`src/hdl/mrq_pkg.sv`:
```
package mrq_pkg;

  localparam int AGE_W = 10;
  localparam logic [AGE_W-1:0] AGE_MAX = '1;
  localparam int MAX_RESULTS = 16;

  typedef logic [2:0] status_t;
  localparam status_t ST_INITIAL  = 3'd0;
  localparam status_t ST_SYN      = 3'd1;
  localparam status_t ST_ACK_WAIT = 3'd2;
  localparam status_t ST_APPROVED = 3'd3;
  localparam status_t ST_ACK_REQ  = 3'd4;
  localparam status_t ST_FIN      = 3'd5;

  typedef logic [2:0] action_t;
  localparam action_t ACT_NONE     = 3'd0;
  localparam action_t ACT_NODE_REQ = 3'd1;
  localparam action_t ACT_SEND     = 3'd2;
  localparam action_t ACT_EXFIL    = 3'd3;
  localparam action_t ACT_ACCEPTED = 3'd4;
  localparam action_t ACT_FULL     = 3'd5;
  localparam action_t ACT_NO_MATCH = 3'd6;

  localparam logic [2:0] REQ_ADD  = 3'd0;
  localparam logic [2:0] REQ_TICK = 3'd1;
  localparam logic [2:0] REQ_RACK = 3'd2;
  localparam logic [2:0] REQ_APPR = 3'd3;
  localparam logic [2:0] REQ_MACK = 3'd4;

  localparam logic [1:0] CFG_SYN      = 2'd0;
  localparam logic [1:0] CFG_ACK_WAIT = 2'd1;
  localparam logic [1:0] CFG_ACK_REQ  = 2'd2;
  localparam logic [1:0] CFG_EXFIL    = 2'd3;

  typedef enum logic [1:0] {
    OP_TICK = 2'd0,
    OP_RACK = 2'd1,
    OP_APPR = 2'd2,
    OP_MACK = 2'd3
  } op_t;

  typedef struct packed {
    status_t          status;
    logic [AGE_W-1:0] age;
    logic [7:0]       msg;
  } entry_t;

  typedef struct packed {
    logic [AGE_W-1:0] syn_timeout;
    logic [AGE_W-1:0] ack_wait_timeout;
    logic [AGE_W-1:0] ack_req_timeout;
    logic             exfil_mode;
  } cfg_t;

  typedef struct packed {
    entry_t  word;
    logic    remove;
    logic    emit;
    action_t action;
  } head_t;

endpackage

```
`src/hdl/message_retry_queue.sv`:
```
// Message retry queue.
// Items: pulse start with req_type/message_id while busy is low; the item is
// taken at that edge. Configuration: cfg_we, cfg_index, cfg_data, taken on
// any edge while idle (0 syn_timeout, 1 ack_wait_timeout, 2 ack_req_timeout,
// 3 exfil_mode).
// Results: each word is on action/slot/msg_handle/status_timer_reset/last
// for one cycle with result_valid high; last marks the final word of an item.
// Add and unknown items: one word the cycle after start, busy stays low.
// Tick and match items: the queue rotates through a row of entry cells past
// a single head unit, one entry per cycle. The item visits each queued entry,
// then a flush state gives the final word (an empty queue goes straight to it);
// a tick word leaves the cycle after the next acting entry is visited.
// Reset empties the queue and loads the default timeouts. Results cannot be
// held off by the receiver.
module message_retry_queue #(
  parameter int QUEUE_DEPTH = 16
) (
  input  logic       clk,
  input  logic       rst,
  input  logic       start,
  output logic       busy,
  input  logic [2:0] req_type,
  input  logic [7:0] message_id,
  input  logic       cfg_we,
  input  logic [1:0] cfg_index,
  input  logic [9:0] cfg_data,
  output logic       result_valid,
  output logic [2:0] action,
  output logic [3:0] slot,
  output logic [7:0] msg_handle,
  output logic       status_timer_reset,
  output logic       last
);

  localparam int IW = $clog2(QUEUE_DEPTH);
  localparam int CW = $clog2(QUEUE_DEPTH + 1);

  typedef enum logic [2:0] {
    S_IDLE  = 3'b001,
    S_RUN   = 3'b010,
    S_FLUSH = 3'b100
  } state_t;

  typedef struct packed {
    mrq_pkg::action_t action;
    logic [3:0]       slot;
    logic [7:0]       msg;
  } res_t;

  state_t          state;
  mrq_pkg::cfg_t   cfg;
  mrq_pkg::op_t    op;
  logic [CW-1:0]   cnt, n0, iter, pos;
  logic [4:0]      nres;
  logic            have_pend, found;
  res_t            pend;
  mrq_pkg::entry_t words [QUEUE_DEPTH];
  mrq_pkg::entry_t add_word;
  mrq_pkg::head_t  head;
  logic            add_we, shift;
  logic            accept, can_emit;
  logic [CW-1:0]   cnt_m1;

  assign busy = (state != S_IDLE);
  assign accept = start && !busy;
  assign add_we = accept && req_type == mrq_pkg::REQ_ADD && cnt != CW'(QUEUE_DEPTH);
  assign shift = (state == S_RUN);
  assign cnt_m1 = cnt - 1'b1;
  assign add_word = '{status: mrq_pkg::ST_INITIAL, age: '0, msg: message_id};
  assign can_emit = head.emit && nres != 5'(mrq_pkg::MAX_RESULTS);

  genvar g;
  generate
    for (g = 0; g < QUEUE_DEPTH; g++) begin : g_cell
      mrq_pkg::entry_t nbr;
      if (g == QUEUE_DEPTH - 1) begin : g_end
        assign nbr = '0;
      end else begin : g_mid
        assign nbr = words[g+1];
      end
      mrq_cell #(.IW(IW), .IDX(g)) u_cell (
        .clk      (clk),
        .add_we   (add_we),
        .add_idx  (cnt[IW-1:0]),
        .add_word (add_word),
        .shift    (shift),
        .tail_en  (!head.remove),
        .tail_idx (cnt_m1[IW-1:0]),
        .proc_word(head.word),
        .nbr_word (nbr),
        .word     (words[g])
      );
    end
  endgenerate

  mrq_head u_head (
    .word (words[0]),
    .op   (op),
    .cfg  (cfg),
    .found(found),
    .res  (head)
  );

  always_ff @(posedge clk) begin
    if (rst) begin
      cfg.syn_timeout <= 10'd120;
      cfg.ack_wait_timeout <= 10'd600;
      cfg.ack_req_timeout <= 10'd120;
      cfg.exfil_mode <= 1'b0;
    end else if (cfg_we) begin
      unique case (cfg_index)
        mrq_pkg::CFG_SYN:      cfg.syn_timeout <= cfg_data;
        mrq_pkg::CFG_ACK_WAIT: cfg.ack_wait_timeout <= cfg_data;
        mrq_pkg::CFG_ACK_REQ:  cfg.ack_req_timeout <= cfg_data;
        mrq_pkg::CFG_EXFIL:    cfg.exfil_mode <= cfg_data[0];
        default: ;
      endcase
    end
  end

  always_ff @(posedge clk) begin
    if (rst) begin
      state <= S_IDLE;
      cnt <= '0;
      result_valid <= 1'b0;
      have_pend <= 1'b0;
      found <= 1'b0;
    end else begin
      result_valid <= 1'b0;
      unique case (state)
        S_IDLE: begin
          if (accept) begin
            status_timer_reset <= 1'b0;
            slot <= '0;
            msg_handle <= '0;
            action <= mrq_pkg::ACT_NONE;
            last <= 1'b1;
            have_pend <= 1'b0;
            found <= 1'b0;
            nres <= '0;
            iter <= '0;
            pos <= '0;
            n0 <= cnt;
            op <= mrq_pkg::OP_TICK;
            case (req_type)
              mrq_pkg::REQ_ADD: begin
                result_valid <= 1'b1;
                msg_handle <= message_id;
                if (cnt == CW'(QUEUE_DEPTH)) begin
                  action <= mrq_pkg::ACT_FULL;
                end else begin
                  action <= mrq_pkg::ACT_ACCEPTED;
                  slot <= 4'(cnt);
                  cnt <= cnt + 1'b1;
                end
              end
              mrq_pkg::REQ_TICK, mrq_pkg::REQ_RACK, mrq_pkg::REQ_APPR,
              mrq_pkg::REQ_MACK: begin
                if (req_type == mrq_pkg::REQ_RACK) op <= mrq_pkg::OP_RACK;
                if (req_type == mrq_pkg::REQ_APPR) op <= mrq_pkg::OP_APPR;
                if (req_type == mrq_pkg::REQ_MACK) op <= mrq_pkg::OP_MACK;
                state <= (cnt == '0) ? S_FLUSH : S_RUN;
              end
              default: begin
                result_valid <= 1'b1;
              end
            endcase
          end
        end
        S_RUN: begin
          iter <= iter + 1'b1;
          if (head.remove) begin
            cnt <= cnt - 1'b1;
          end
          if (op == mrq_pkg::OP_TICK) begin
            if (!head.remove) pos <= pos + 1'b1;
            if (can_emit) begin
              nres <= nres + 1'b1;
              have_pend <= 1'b1;
              pend <= '{action: head.action, slot: 4'(pos), msg: words[0].msg};
              if (have_pend) begin
                result_valid <= 1'b1;
                action <= pend.action;
                slot <= pend.slot;
                msg_handle <= pend.msg;
                status_timer_reset <= (pend.action == mrq_pkg::ACT_SEND);
                last <= 1'b0;
              end
            end
          end else if (head.emit) begin
            found <= 1'b1;
            have_pend <= 1'b1;
            pend <= '{action: mrq_pkg::ACT_NONE, slot: 4'(iter), msg: words[0].msg};
          end
          if (iter == n0 - 1'b1) begin
            state <= S_FLUSH;
          end
        end
        S_FLUSH: begin
          result_valid <= 1'b1;
          last <= 1'b1;
          if (have_pend) begin
            action <= pend.action;
            slot <= pend.slot;
            msg_handle <= pend.msg;
            status_timer_reset <= (pend.action == mrq_pkg::ACT_SEND);
          end else begin
            action <= (op == mrq_pkg::OP_TICK) ? mrq_pkg::ACT_NONE
                                               : mrq_pkg::ACT_NO_MATCH;
            slot <= '0;
            msg_handle <= '0;
            status_timer_reset <= 1'b0;
          end
          state <= S_IDLE;
        end
        default: state <= S_IDLE;
      endcase
    end
  end

`ifndef SYNTHESIS
  a_cnt_range: assert property (@(posedge clk) disable iff (rst)
    cnt <= CW'(QUEUE_DEPTH)) else $error("queue count out of range");
  a_run_not_last: assert property (@(posedge clk) disable iff (rst)
    (state == S_RUN && result_valid) |-> !last) else $error("last inside rotation");
  a_flush_out: assert property (@(posedge clk) disable iff (rst)
    state == S_FLUSH |=> result_valid && last) else $error("missing final word");
  a_timer: assert property (@(posedge clk) disable iff (rst)
    (result_valid && status_timer_reset) |-> action == mrq_pkg::ACT_SEND)
    else $error("timer restart without send");
`endif

endmodule

```
`src/hdl/mrq_cell.sv`:
```
module mrq_cell #(
  parameter int IW = 4,
  parameter int IDX = 0
) (
  input  logic            clk,
  input  logic            add_we,
  input  logic [IW-1:0]   add_idx,
  input  mrq_pkg::entry_t add_word,
  input  logic            shift,
  input  logic            tail_en,
  input  logic [IW-1:0]   tail_idx,
  input  mrq_pkg::entry_t proc_word,
  input  mrq_pkg::entry_t nbr_word,
  output mrq_pkg::entry_t word
);

  always_ff @(posedge clk) begin
    if (add_we && add_idx == IW'(IDX)) begin
      word <= add_word;
    end else if (shift) begin
      if (tail_en && tail_idx == IW'(IDX)) begin
        word <= proc_word;
      end else begin
        word <= nbr_word;
      end
    end
  end

endmodule

```
`src/hdl/mrq_head.sv`:
```
module mrq_head (
  input  mrq_pkg::entry_t word,
  input  mrq_pkg::op_t    op,
  input  mrq_pkg::cfg_t   cfg,
  input  logic            found,
  output mrq_pkg::head_t  res
);

  mrq_pkg::status_t m_a, m_b, m_next;
  logic [mrq_pkg::AGE_W-1:0] age0;

  always_comb begin
    res = '0;
    res.word = word;
    res.action = mrq_pkg::ACT_NONE;
    age0 = word.age;
    m_a = mrq_pkg::ST_SYN;
    m_b = mrq_pkg::ST_SYN;
    m_next = mrq_pkg::ST_ACK_WAIT;
    unique case (op)
      mrq_pkg::OP_TICK: begin
        if (word.status == mrq_pkg::ST_FIN) begin
          res.remove = 1'b1;
        end else begin
          case (word.status)
            mrq_pkg::ST_INITIAL: begin
              age0 = '0;
              res.emit = 1'b1;
              if (cfg.exfil_mode) begin
                res.word.status = mrq_pkg::ST_FIN;
                res.action = mrq_pkg::ACT_EXFIL;
              end else begin
                res.word.status = mrq_pkg::ST_SYN;
                res.action = mrq_pkg::ACT_NODE_REQ;
              end
            end
            mrq_pkg::ST_SYN: begin
              if (word.age > cfg.syn_timeout) begin
                age0 = '0;
                res.emit = 1'b1;
                res.action = mrq_pkg::ACT_NODE_REQ;
              end
            end
            mrq_pkg::ST_ACK_WAIT: begin
              if (word.age > cfg.ack_wait_timeout) begin
                age0 = '0;
                res.emit = 1'b1;
                res.word.status = mrq_pkg::ST_SYN;
                res.action = mrq_pkg::ACT_NODE_REQ;
              end
            end
            mrq_pkg::ST_APPROVED: begin
              res.emit = 1'b1;
              res.word.status = mrq_pkg::ST_ACK_REQ;
              res.action = mrq_pkg::ACT_SEND;
            end
            mrq_pkg::ST_ACK_REQ: begin
              if (word.age > cfg.ack_req_timeout) begin
                age0 = '0;
                res.emit = 1'b1;
                res.word.status = mrq_pkg::ST_SYN;
                res.action = mrq_pkg::ACT_NODE_REQ;
              end
            end
            default: ;
          endcase
          res.word.age = (age0 == mrq_pkg::AGE_MAX) ? age0 : age0 + 1'b1;
        end
      end
      mrq_pkg::OP_RACK, mrq_pkg::OP_APPR, mrq_pkg::OP_MACK: begin
        if (op == mrq_pkg::OP_APPR) begin
          m_b = mrq_pkg::ST_ACK_WAIT;
          m_next = mrq_pkg::ST_APPROVED;
        end else if (op == mrq_pkg::OP_MACK) begin
          m_a = mrq_pkg::ST_ACK_REQ;
          m_b = mrq_pkg::ST_ACK_REQ;
          m_next = mrq_pkg::ST_FIN;
        end
        if (!found && (word.status == m_a || word.status == m_b)) begin
          res.word.status = m_next;
          res.emit = 1'b1;
        end
      end
      default: ;
    endcase
  end

endmodule

```
`config.mk`:
```
export PLATFORM = sky130hd
export DESIGN_NAME = message_retry_queue
export DESIGN_NICKNAME = d
export VERILOG_FILES = /design/src/hdl/mrq_pkg.sv /design/src/hdl/message_retry_queue.sv /design/src/hdl/mrq_cell.sv /design/src/hdl/mrq_head.sv
export SDC_FILE = /design/constraint.sdc
export NUM_CORES = 1
export LEC_CHECK = 0
export ABC_CLOCK_PERIOD_IN_PS = 5500
export BUFFER_PORTS_ARGS = -buffer_cell sky130_fd_sc_hd__buf_4
export CAP_MARGIN = 10
export CORE_MARGIN = 3
export CORE_UTILIZATION = 35
export DETAILED_ROUTE_END_ITERATION = 10
export SLEW_MARGIN = 20
export SYNTH_ARGS = -nofsm -noshare
export SYNTH_HDL_FRONTEND = slang
export SYNTH_SLANG_ARGS = --single-unit
```
`constraint.sdc`:
```
create_clock -name clk -period 5.5 [get_ports clk]
set_clock_uncertainty 0.1 [all_clocks]
set_input_delay 0.275 -clock clk [delete_from_list [all_inputs] [get_ports clk]]
set_output_delay 0.275 -clock clk [all_outputs]
set_load 0.02 [all_outputs]
```
After elaboration in Yosys (flattened, before gate mapping) --
Cells that the tools add are included. Widths: inputs -> output; s select.
Storage, ports and cells: register bits 432, output and inout bits 19, input port bits 27
Operators by class: $lt $le $gt $ge 3, bitwise gates (word level) 1, equal/unequal tests 73, reduce and logical (&&, ||, !) cells 84, mux-type cells 151, $add $sub $neg 7
Operator list (count):
- $mux 21 | 16
- $mux 8 | 38
- $mux 10 | 7
- $mux 3 | 22
- $eq 4x4->1 const B | 16
- $mux 15 | 3
- $mux 5 | 9
- $mux 4 | 11
- $pmux 10 s4 | 1
- $pmux 5 s2 | 4
- $logic_and 1x1->1 | 37
- $reduce_bool 2->1 | 18
- $eq 4x3->1 const B | 8
- $gt 10x10->1 | 3
- $ne 2x2->1 const B | 12
- $pmux 8 s3 | 1
- $mux 1 | 23
- $add 5x1->5 const B | 4
- $pmux 4 s5 | 1
- $eq 3x2->1 const B | 6
- $eq 4x2->1 const B | 4
- $reduce_and 5->1 | 3
- $mux 13 | 1
- $eq 3x3->1 const B | 4
- 35 further kinds | 67

Depth between registers and ports, before layout --
Gate-level depths: netlist (run 1).
depth in word-level cells 13, gate-level depth with buffers 21, gate-level depth less buffers 16

By module --
From an unflattened synthesis (run 1), not the netlist that was laid out.
Unflattened totals: cells, all modules 2579, area total of the unflattened synthesis 25544.5 µm²
By module, submodules not included:
- mrq_cell (g_cell[10].u_cell ...) | area each 1348.8 µm², cells each 123, seq. area each 630.6 µm², times used 5
- mrq_cell (g_cell[1].u_cell ...) | area each 1206.2 µm², cells each 125, seq. area each 630.6 µm², times used 4
- message_retry_queue | area each 4021.4 µm², cells each 361, seq. area each 2432.3 µm², times used 1
- mrq_cell (g_cell[11].u_cell ...) | area each 1217.4 µm², cells each 126, seq. area each 630.6 µm², times used 2
- mrq_cell (g_cell[13].u_cell ...) | area each 1208.7 µm², cells each 125, seq. area each 630.6 µm², times used 2
- mrq_head | area each 1471.4 µm², cells each 224, seq. area each 0.0 µm², times used 1
- mrq_cell (g_cell[3].u_cell) | area each 1224.9 µm², cells each 126, seq. area each 630.6 µm², times used 1
- mrq_cell (g_cell[15].u_cell) | area each 1213.7 µm², cells each 126, seq. area each 630.6 µm², times used 1
- mrq_cell (g_cell[0].u_cell) | area each 1192.4 µm², cells each 125, seq. area each 630.6 µm², times used 1

Least setup slack after synthesis (run 1) --
Ideal clock, no wire load.
path kind register to register, start point register, netlist name g_cell[0].u_cell.word[14], end point register g_cell[13].u_cell.word[8] (netlist bit), setup time 0.118 ns, path buffers 3, required time 5.282 ns, period minus slack after synthesis 4.198 ns, setup slack 1.302 ns, data arrival time 3.980 ns, cell stages (with the launch flop) 19, path through dfxtp_1 > ha_1 > and4_1 > o2111a_1 > a2111oi_4 > nor2_4 > nor3_4 > buf_4 > and2_1 > ha_1 > nand2_1 > nor2_1 > and4_1 > buf_1 > o211ai_1 > o32a_1 > clkbuf_1 > nand3_1 > a21oi_1
Between the ends: longest elaborated chain between the ends 10, elaborated cells on any way between the ends 15, those cells by class add/sub (1); order compare (3); eq/ne (1); mux (10)
Ends and longest elaborated chain:
- $gt 10x10->1, on equally long branches | RTL line mrq_head.sv:58, mrq_head.sv:38, mrq_head.sv:45
- $mux 10, on equally long branches | RTL line mrq_head.sv:58, mrq_head.sv:38, mrq_head.sv:45
- $pmux 10 s4 (*) | RTL line mrq_head.sv:25 | case (word.status)
- $mux 10 (*) | RTL line mrq_head.sv:22 | if (word.status == mrq_pkg::ST_FIN) begin
- $mux 10 (*) | RTL line mrq_head.sv:20 | unique case (op)
- $add 10x1->10 / $eq 10x10->1 (equally long branches) | RTL line mrq_head.sv:67 | res.word.age = (age0 == mrq_pkg::AGE_MAX) ? age0 : age0 + 1'b1;
- $mux 10 (*) | RTL line mrq_head.sv:67
- $mux 13 (*) | RTL line mrq_head.sv:22
- $mux 10 (*) | RTL line mrq_head.sv:20
- $mux 21 (*) | RTL line mrq_cell.sv:21 | if (tail_en && tail_idx == IW'(IDX)) begin
- to (signal assigned) | RTL line mrq_cell.sv:19 | word <= add_word;
- to (signal assigned) | RTL line mrq_cell.sv:22 | word <= proc_word;
- to (signal assigned) | RTL line mrq_cell.sv:24 | word <= nbr_word;
- to (decl) | RTL line mrq_cell.sv:14 | output mrq_pkg::entry_t word
Every way passes the cells marked *; elsewhere a longest branch is shown, timed or not. The select of a mux whose other input is x is not followed. A chain may end at the register's enable or synchronous reset.

Final worst setup path (run 1) --
start point register, netlist name g_cell[0].u_cell.word[14], end point register g_cell[5].u_cell.word[9] (netlist bit)
Between the ends: longest elaborated chain between the ends 10, elaborated cells on any way between the ends 15, those cells by class add/sub (1); order compare (3); eq/ne (1); mux (10)
Ends and longest elaborated chain (RTL line):
- $gt 10x10->1, on equally long branches | mrq_head.sv:58, mrq_head.sv:38, mrq_head.sv:45
- $mux 10, on equally long branches | mrq_head.sv:58, mrq_head.sv:38, mrq_head.sv:45
- $pmux 10 s4 (*) | mrq_head.sv:25
- $mux 10 (*) | mrq_head.sv:22
- $mux 10 (*) | mrq_head.sv:20
- $add 10x1->10 / $eq 10x10->1 (equally long branches) | mrq_head.sv:67
- $mux 10 (*) | mrq_head.sv:67
- $mux 13 (*) | mrq_head.sv:22
- $mux 10 (*) | mrq_head.sv:20
- $mux 21 (*) | mrq_cell.sv:21
- to (signal assigned) | mrq_cell.sv:19
- to (signal assigned) | mrq_cell.sv:22
- to (signal assigned) | mrq_cell.sv:24
- to (decl) | mrq_cell.sv:14
Marks and branches as above.

==> flow_summary.ini, run 1 <==
[pwr]
peakVddDrop_mv = 0.335
power.density_mw_per_mm2 = 458
power_leakage_nw = 8.83

[worst_hold_path]
hold_class = in -> reg

[run_status]
status = complete, no violations

[grt]
grt_max_degree = 147
antenna_found_initial = 0
gr-usage-met3 = 0.0364
use_met1 = 0.254
grt_util_met2 = 0.311
grt_util_all_layers = 0.191
gr-total-overflow = 0
grt_pass1_wl_mm = 93.2
grt_pass1_vias = 16300
top_usage_layer = met2

[cells_and_area]
layout-drive-gt1-share = 0.0787
final_core_util = 0.397
fillers = 5671
postLayoutCellArea_mm2 = 0.0230
synthToLayoutAreaGrowth_pct = 11.9
num-nets-final = 2265
fin_cells = 3000
n_antenna_cell = 0

[setup_path]
critPathCaptureType = flip-flop
critPathTopFamily = simple AND/OR/NAND/NOR gates
crit_path_max_incr_delay_ps = 700
crit_type = reg -> reg
crit_fanout = 16
cp-start-kind = flip-flop
critPathBufInv = 0
worstPathCellList = ha_1, and4_1, o2111a_1, a2111oi_4, nor2_4, nor3_4, and2_1, ha_1, nand2_1, nor2_1, and4_1, o21ai_0, a31oi_1, and3_1, o21ai_0
critPathSlowestCell = and3_1
worstPathArrival_ps = 5010
cp.required_ps = 5840

[cts]
h-tree-depth = 2
cts_tree = built
cts.sinks = 430
clk_latency_ps = 600
post_cts_buffers = 0
cts_made_buffers = 47
cts_root_buf = clkbuf_16
cts.reportedPaths.clkPinSlew_ps = 60
hold_buffers = 16
cts_buffer_depth = 3
cts_resized = 0

[logic_synthesis]
async_reset_ff_frac = 0
yosys.area_share.simple = 0.186
synthAdderAreaFrac = 0.0256
synthDistinctLibCells = 79
syn_nets = 2323
synth_compound_area_frac = 0.201
synthesis.area_mm2 = 0.0205
synth-edff-count = 180
synth_top_family_by_area = compound AO/OA/AOI/OAI gates
synth_top_flop_cell = dfxtp_1
yosys_warnings = 0
ys_seq_area_frac = 0.507
synth_xor_area_frac = 0.00939
ys_seq_elements = 430
synth_area_per_cell_um2 = 9.11
muxShareOfSynthArea = 0.0226
synthCells = 2254

[detailed_routing]
via_per_inst = 5.76
route.detailed.drc = 0
first_pass_iters = 8
ant_nets = 0
wl_per_cell_um = 20.1
drt_wl_total_mm = 60.4
vias = 17300
drt_iter0_drc = 1558

[sta]
relSlewSlack = 0.199
tightest_slew_ps = 1200
setup_viol = 0
fin_setup_tns_ps = 0
rsz0062_at_grt = no
slew_viol_final = 0
fin_crit_sh = 0.848
max_freq_mhz = 214
fin_crit_ps = 4660
layout_setup_ws_ps = 835
final_hold_viol_count = 0

[placed_design]
gp_congestion = 0.870
dpl_worst_slack_ps = 903
dp_hpwl_mm = 39.6
placedCellCount = 2896
port_buffers = 45
place_area_mm2 = 0.0213

[floorplanning]
die-height_um = 248
rows = 88
die_w_um = 248
ios = 46
initial_utilization = 0.354
coreArea_mm2 = 0.0579
dieArea_mm2 = 0.0616

[job]
max_cap_viol_count = 0
## report_power, final
| group | internal (mW) | total, mW | leakage, nW | switching (mW) |
|---|---|---|---|---|
| combinational | 1.01 | 2.76 | 4.39 | 1.75 |
| clock | 1.75 | 3.09 | 0.738 | 1.34 |
| sequential | 4.13 | 4.68 | 3.70 | 0.556 |
| total | 6.89 | 10.5 | 8.83 | 3.65 |
## worst min-delay path: stages
cell and delay (ps):
buf_4 110, xnor2_1 110, nor2_1 60
## sequential cells by signal, summed over array words and instances, names as in the netlist, 5 cells and up
name,count
nres,5
g_cell.u_cell.word,336
iter,5
pend,14
cnt,5
cfg,31
msg_handle,8
n0,5
## cells by family after synthesis
family,count (synthesis)
flops,430
simple gates,855
mux,46
fa+ha+maj,42
buf+inv,248
compound gates,611
xor+xnor,22
## cell type report
type	instances	area, um2	area share
Tap cell	765	957	0.0417
Clock inverter	15	116	0.00506
Clock buffer	73	1390	0.0604
Sequential cell	430	10400	0.453
Inverter	59	224	0.00975
Multi-Input combinational cell	1576	9210	0.401
Timing Repair Buffer	82	668	0.0291
## metal layers
| metal | share of wire | up-vias |
|---|---|---|
| met5 | 0 | - |
| met4 | 0.032 | 0 |
| met3 | 0.072 | 121 |
| met2 | 0.47 | 652 |
| met1 | 0.43 | 8404 |
| li1 | - | 8109 |
## per-stage QoR
stage	hold slack (ps)	total power, mW
after floorplan	293	6.53
after global placement	336	7.31
after detailed placement	340	7.43
after CTS	0.757	10.5
after global routing	28.4	11.1
final	29.0	10.5
## final timing paths
| path | end | cells past startpoint | start | slack [ps] |
|---|---|---|---|---|
| setup / recovery | g_cell[5].u_cell.word[9]$_SDFFE_PP0P_ | 15 | g_cell[0].u_cell.word[14]$_SDFFE_PP0P_ | 840 |
| setup reg to reg | g_cell[5].u_cell.word[9]$_SDFFE_PP0P_ | 15 | g_cell[0].u_cell.word[14]$_SDFFE_PP0P_ | 840 |
| hold reg to reg | g_cell[4].u_cell.word[18]$_SDFFE_PP0P_ | 2 | g_cell[4].u_cell.word[18]$_SDFFE_PP0P_ | 350 |
| hold / removal | op[0]$_SDFFCE_PN0P_ | 3 | req_type[1] | 30 |
## placed cells by master (no fill, tap or decap), types with 13 or more instances in the layout
cell type / n
o211ai_1: 49
and3_1: 53
buf_4: 65
ha_1: 42
inv_1: 58
o21ai_0: 102
a22o_1: 37
clkbuf_1: 15
mux2i_1: 44
a31oi_1: 102
edfxtp_1: 180
nand3_1: 144
dfxtp_1: 250
clkbuf_16: 49
a32oi_1: 39
nand2_1: 359
xnor2_1: 13
nor2_1: 205
a221o_1: 42
dlygate4sd3_1: 16
a21oi_1: 160
## synth_stat cells (39+ instances only)
cell type | number | area, um2
o211ai_1 | 49 | 368
a21oi_1 | 160 | 801
o21ai_0 | 103 | 515
ha_1 | 42 | 526
inv_1 | 58 | 218
clkbuf_1 | 137 | 514
dfxtp_1 | 250 | 5000
and3_1 | 53 | 332
edfxtp_1 | 180 | 5410
nand2_1 | 359 | 1350
a32oi_1 | 39 | 342
a31oi_1 | 102 | 638
a221o_1 | 42 | 420
nor2_1 | 210 | 788
nand3_1 | 147 | 736
mux2i_1 | 44 | 440
Note: power is estimated with default switching activity, not from simulation.
==> run 2: changes to the inputs <==
--- a/config.mk
+++ b/config.mk
@@ -5,7 +5,8 @@
 export SDC_FILE = /design/constraint.sdc
 export NUM_CORES = 1
 export LEC_CHECK = 0
-export ABC_CLOCK_PERIOD_IN_PS = 5500
+export ABC_AREA = 1
+export ABC_CLOCK_PERIOD_IN_PS = 4200
 export BUFFER_PORTS_ARGS = -buffer_cell sky130_fd_sc_hd__buf_4
 export CAP_MARGIN = 10
 export CORE_MARGIN = 3
==> constraint.sdc (replaced) <==
create_clock -name clk -period 4.2 [get_ports clk]
set_clock_uncertainty 0.1 [all_clocks]
set_input_delay 0.21 -clock clk [delete_from_list [all_inputs] [get_ports clk]]
set_output_delay 0.21 -clock clk [all_outputs]
set_load 0.02 [all_outputs]
==> flow_summary.ini, run 2 <==
[logic_synthesis]
syn_nets = 2559
async_reset_ff_frac = 0
synth.area.top_cells = edfxtp_1 26%, dfxtp_1 24%, o21ai_0 10%, nand2_1 8.0%, inv_1 4.8%
synth_top_area_frac = 0.264
synthCells = 2490
synthTopCellsByCount = 435 x nand2_1, 408 x o21ai_0, 264 x inv_1
yosysTopAreaCell = edfxtp_1
synth_area_per_cell_um2 = 8.21
synth.most_common_cell = nand2_1
ys_seq_area_frac = 0.509
ys_seq_elements = 430
synth_top_flop_cell = dfxtp_1
synthDistinctLibCells = 49
synth-edff-count = 180
yosys_warnings = 0
synthesis.area_mm2 = 0.0205

[cells_and_area]
num-nets-final = 2613
layout-drive-gt1-share = 0.103
multi_input_area_mm2 = 0.00839
n_antenna_cell = 0
final_common_cell = nand2_1
final_core_util = 0.412
reg_top3 = g_cell.u_cell.word x336, cfg x31, pend x14
largest_reg_flops = 336
register_area_mm2 = 0.0104
largest-register = g_cell.u_cell.word
synthToLayoutAreaGrowth_pct = 15.2
final_cell_mix = 435 x nand2_1, 408 x o21ai_0, 263 x inv_1
fillers = 5664

[pwr]
power.density_mw_per_mm2 = 645
power_leakage_nw = 9.41
peakVddDrop_mv = 0.376
total_power_mw = 15.2

[cts]
cts.reportedPaths.clkPinSlew_ps = 60
cts_buffer_depth = 3
post_cts_buffers = 0
cts.sinks = 430
cts_tree = built
cts_made_buffers = 46
h-tree-depth = 2
clk_latency_ps = 590
cts_root_buf = clkbuf_16

[grt]
gr-total-overflow = 0
antenna_found_initial = 1
grt_pass1_wl_mm = 89.2
grt_pass1_vias = 16500
grt_max_degree = 93
grt_util_all_layers = 0.182

[placed_design]
dpl_worst_slack_ps = 559
port_buffers = 45
dp_hpwl_mm = 38.9
gp_congestion = 0.868

[sta]
max_freq_mhz = 269
layout_setup_ws_ps = 482
fin_setup_tns_ps = 0
fin_crit_ps = 3720
fin_crit_sh = 0.885
relSlewSlack = 0.298
tightest_slew_ps = 1040
final_hold_viol_count = 0
setup_viol = 0
rsz0062_at_grt = no
slew_viol_final = 0

[setup_path]
cp-start-kind = flip-flop
cp.required_ps = 4550
crit_fanout = 16
critPathCaptureType = flip-flop
crit_type = reg -> reg
worstPathArrival_ps = 4070

[floorplanning]
die_w_um = 248
die-height_um = 248
rows = 87
initial_utilization = 0.358
dieArea_mm2 = 0.0614
ios = 46
coreArea_mm2 = 0.0571

[run_status]
status = complete, no violations

[detailed_routing]
wl_per_cell_um = 16.8
via_per_inst = 5.18
drt_wl_total_mm = 56.0
drt_iter0_drc = 1487
ant_nets = 0
first_pass_iters = 8
route.detailed.drc = 0
vias = 17300

[job]
max_cap_viol_count = 0

[worst_hold_path]
hold_class = in -> reg
run 2: cell count changes after synthesis, sizes merged, moves of 44 or more:
cell	delta
a31oi	-98
and3	-53
inv	+216
mux2i	-44
nand2	+89
nand3	-93
o21ai	+381
o22ai	+48
run 2: worst max-delay path: stages, from the launching register on:
cell and delay [ps]:
dfxtp_1 490, ha_1 310, nand2_1 70, nand2_1 50, a21oi_1 120, nand3_1 110
nand3_1 90, nand2_2 80, nor2_4 110, nand2_4 90, nor2_1 120, ha_1 200
inv_1 60, nor3_1 190, nand3_2 160, nor2_4 190, nand3_4 130, nand2_4 120
inv_2 70, o21ai_2 60, nand2_2 290, o21ai_0 240, o21ai_0 110
run 2: report_power, final:
group          switching, mW  leakage (nW)  total, mW  internal (mW)
logic                   3.17          4.88       4.64           1.47
clock network           1.73         0.794       4.27           2.54
registers              0.546          3.74       6.28           5.74
total                   5.45          9.41       15.2           9.75
run 2: final timing paths:
kind / start / end / slack [ps] / cells after the start
setup / recovery: g_cell[0].u_cell.word[15]$_SDFFE_PP0P_ / g_cell[12].u_cell.word[8]$_SDFFE_PP0P_ / 480 / 22
hold reg to reg: g_cell[2].u_cell.word[19]$_SDFFE_PP0P_ / g_cell[2].u_cell.word[19]$_SDFFE_PP0P_ / 350 / 2
hold / removal: cfg_data[6] / cfg[7]$_SDFFE_PP1P_ / 330 / 4
setup reg to reg: g_cell[0].u_cell.word[15]$_SDFFE_PP0P_ / g_cell[12].u_cell.word[8]$_SDFFE_PP0P_ / 480 / 22
run 2: what timing repair did:
item | 4_1_cts | 5_1_grt
gates resized for setup | 0 | 0
hold buffers | 32 | 0
hold endpoints to repair | 66 | 0
run 2: area by class of cell:
| class | instances | area share |
|---|---|---|
| Sequential cell | 430 | 0.442 |
| Multi-Input combinational cell | 1642 | 0.356 |
| Clock buffer | 69 | 0.0604 |
| Timing Repair Buffer | 139 | 0.0482 |
| Inverter | 285 | 0.0456 |
| Tap cell | 756 | 0.0401 |
| Clock inverter | 17 | 0.00796 |
run 2: cell families (layout without fill, tap and decap cells):
family	Yosys count	count (layout)	share of synthesized area
xor+xnor	18	18	0.00771
simple gates	755	755	0.156
fa+ha+maj	42	42	0.0257
flops	430	430	0.509
compound gates	827	827	0.220
buf+inv	418	510	0.0816
run 2: metal layers:
metal  GRT usage  part of all wire
met1       0.241              0.45
met2       0.304              0.46
met3      0.0281             0.063
met4      0.0585             0.028
met5           0           0.00023
run 2: through the flow:
stage                     std cells  area (um2)  hold slack, ps
after floorplan                2490       20500             240
after global placement         3220       21600             331
after detailed placement       3220       21600             336
after CTS                      3338       23600             300
after global routing           3338       23600             334
final                          3338       23600             331
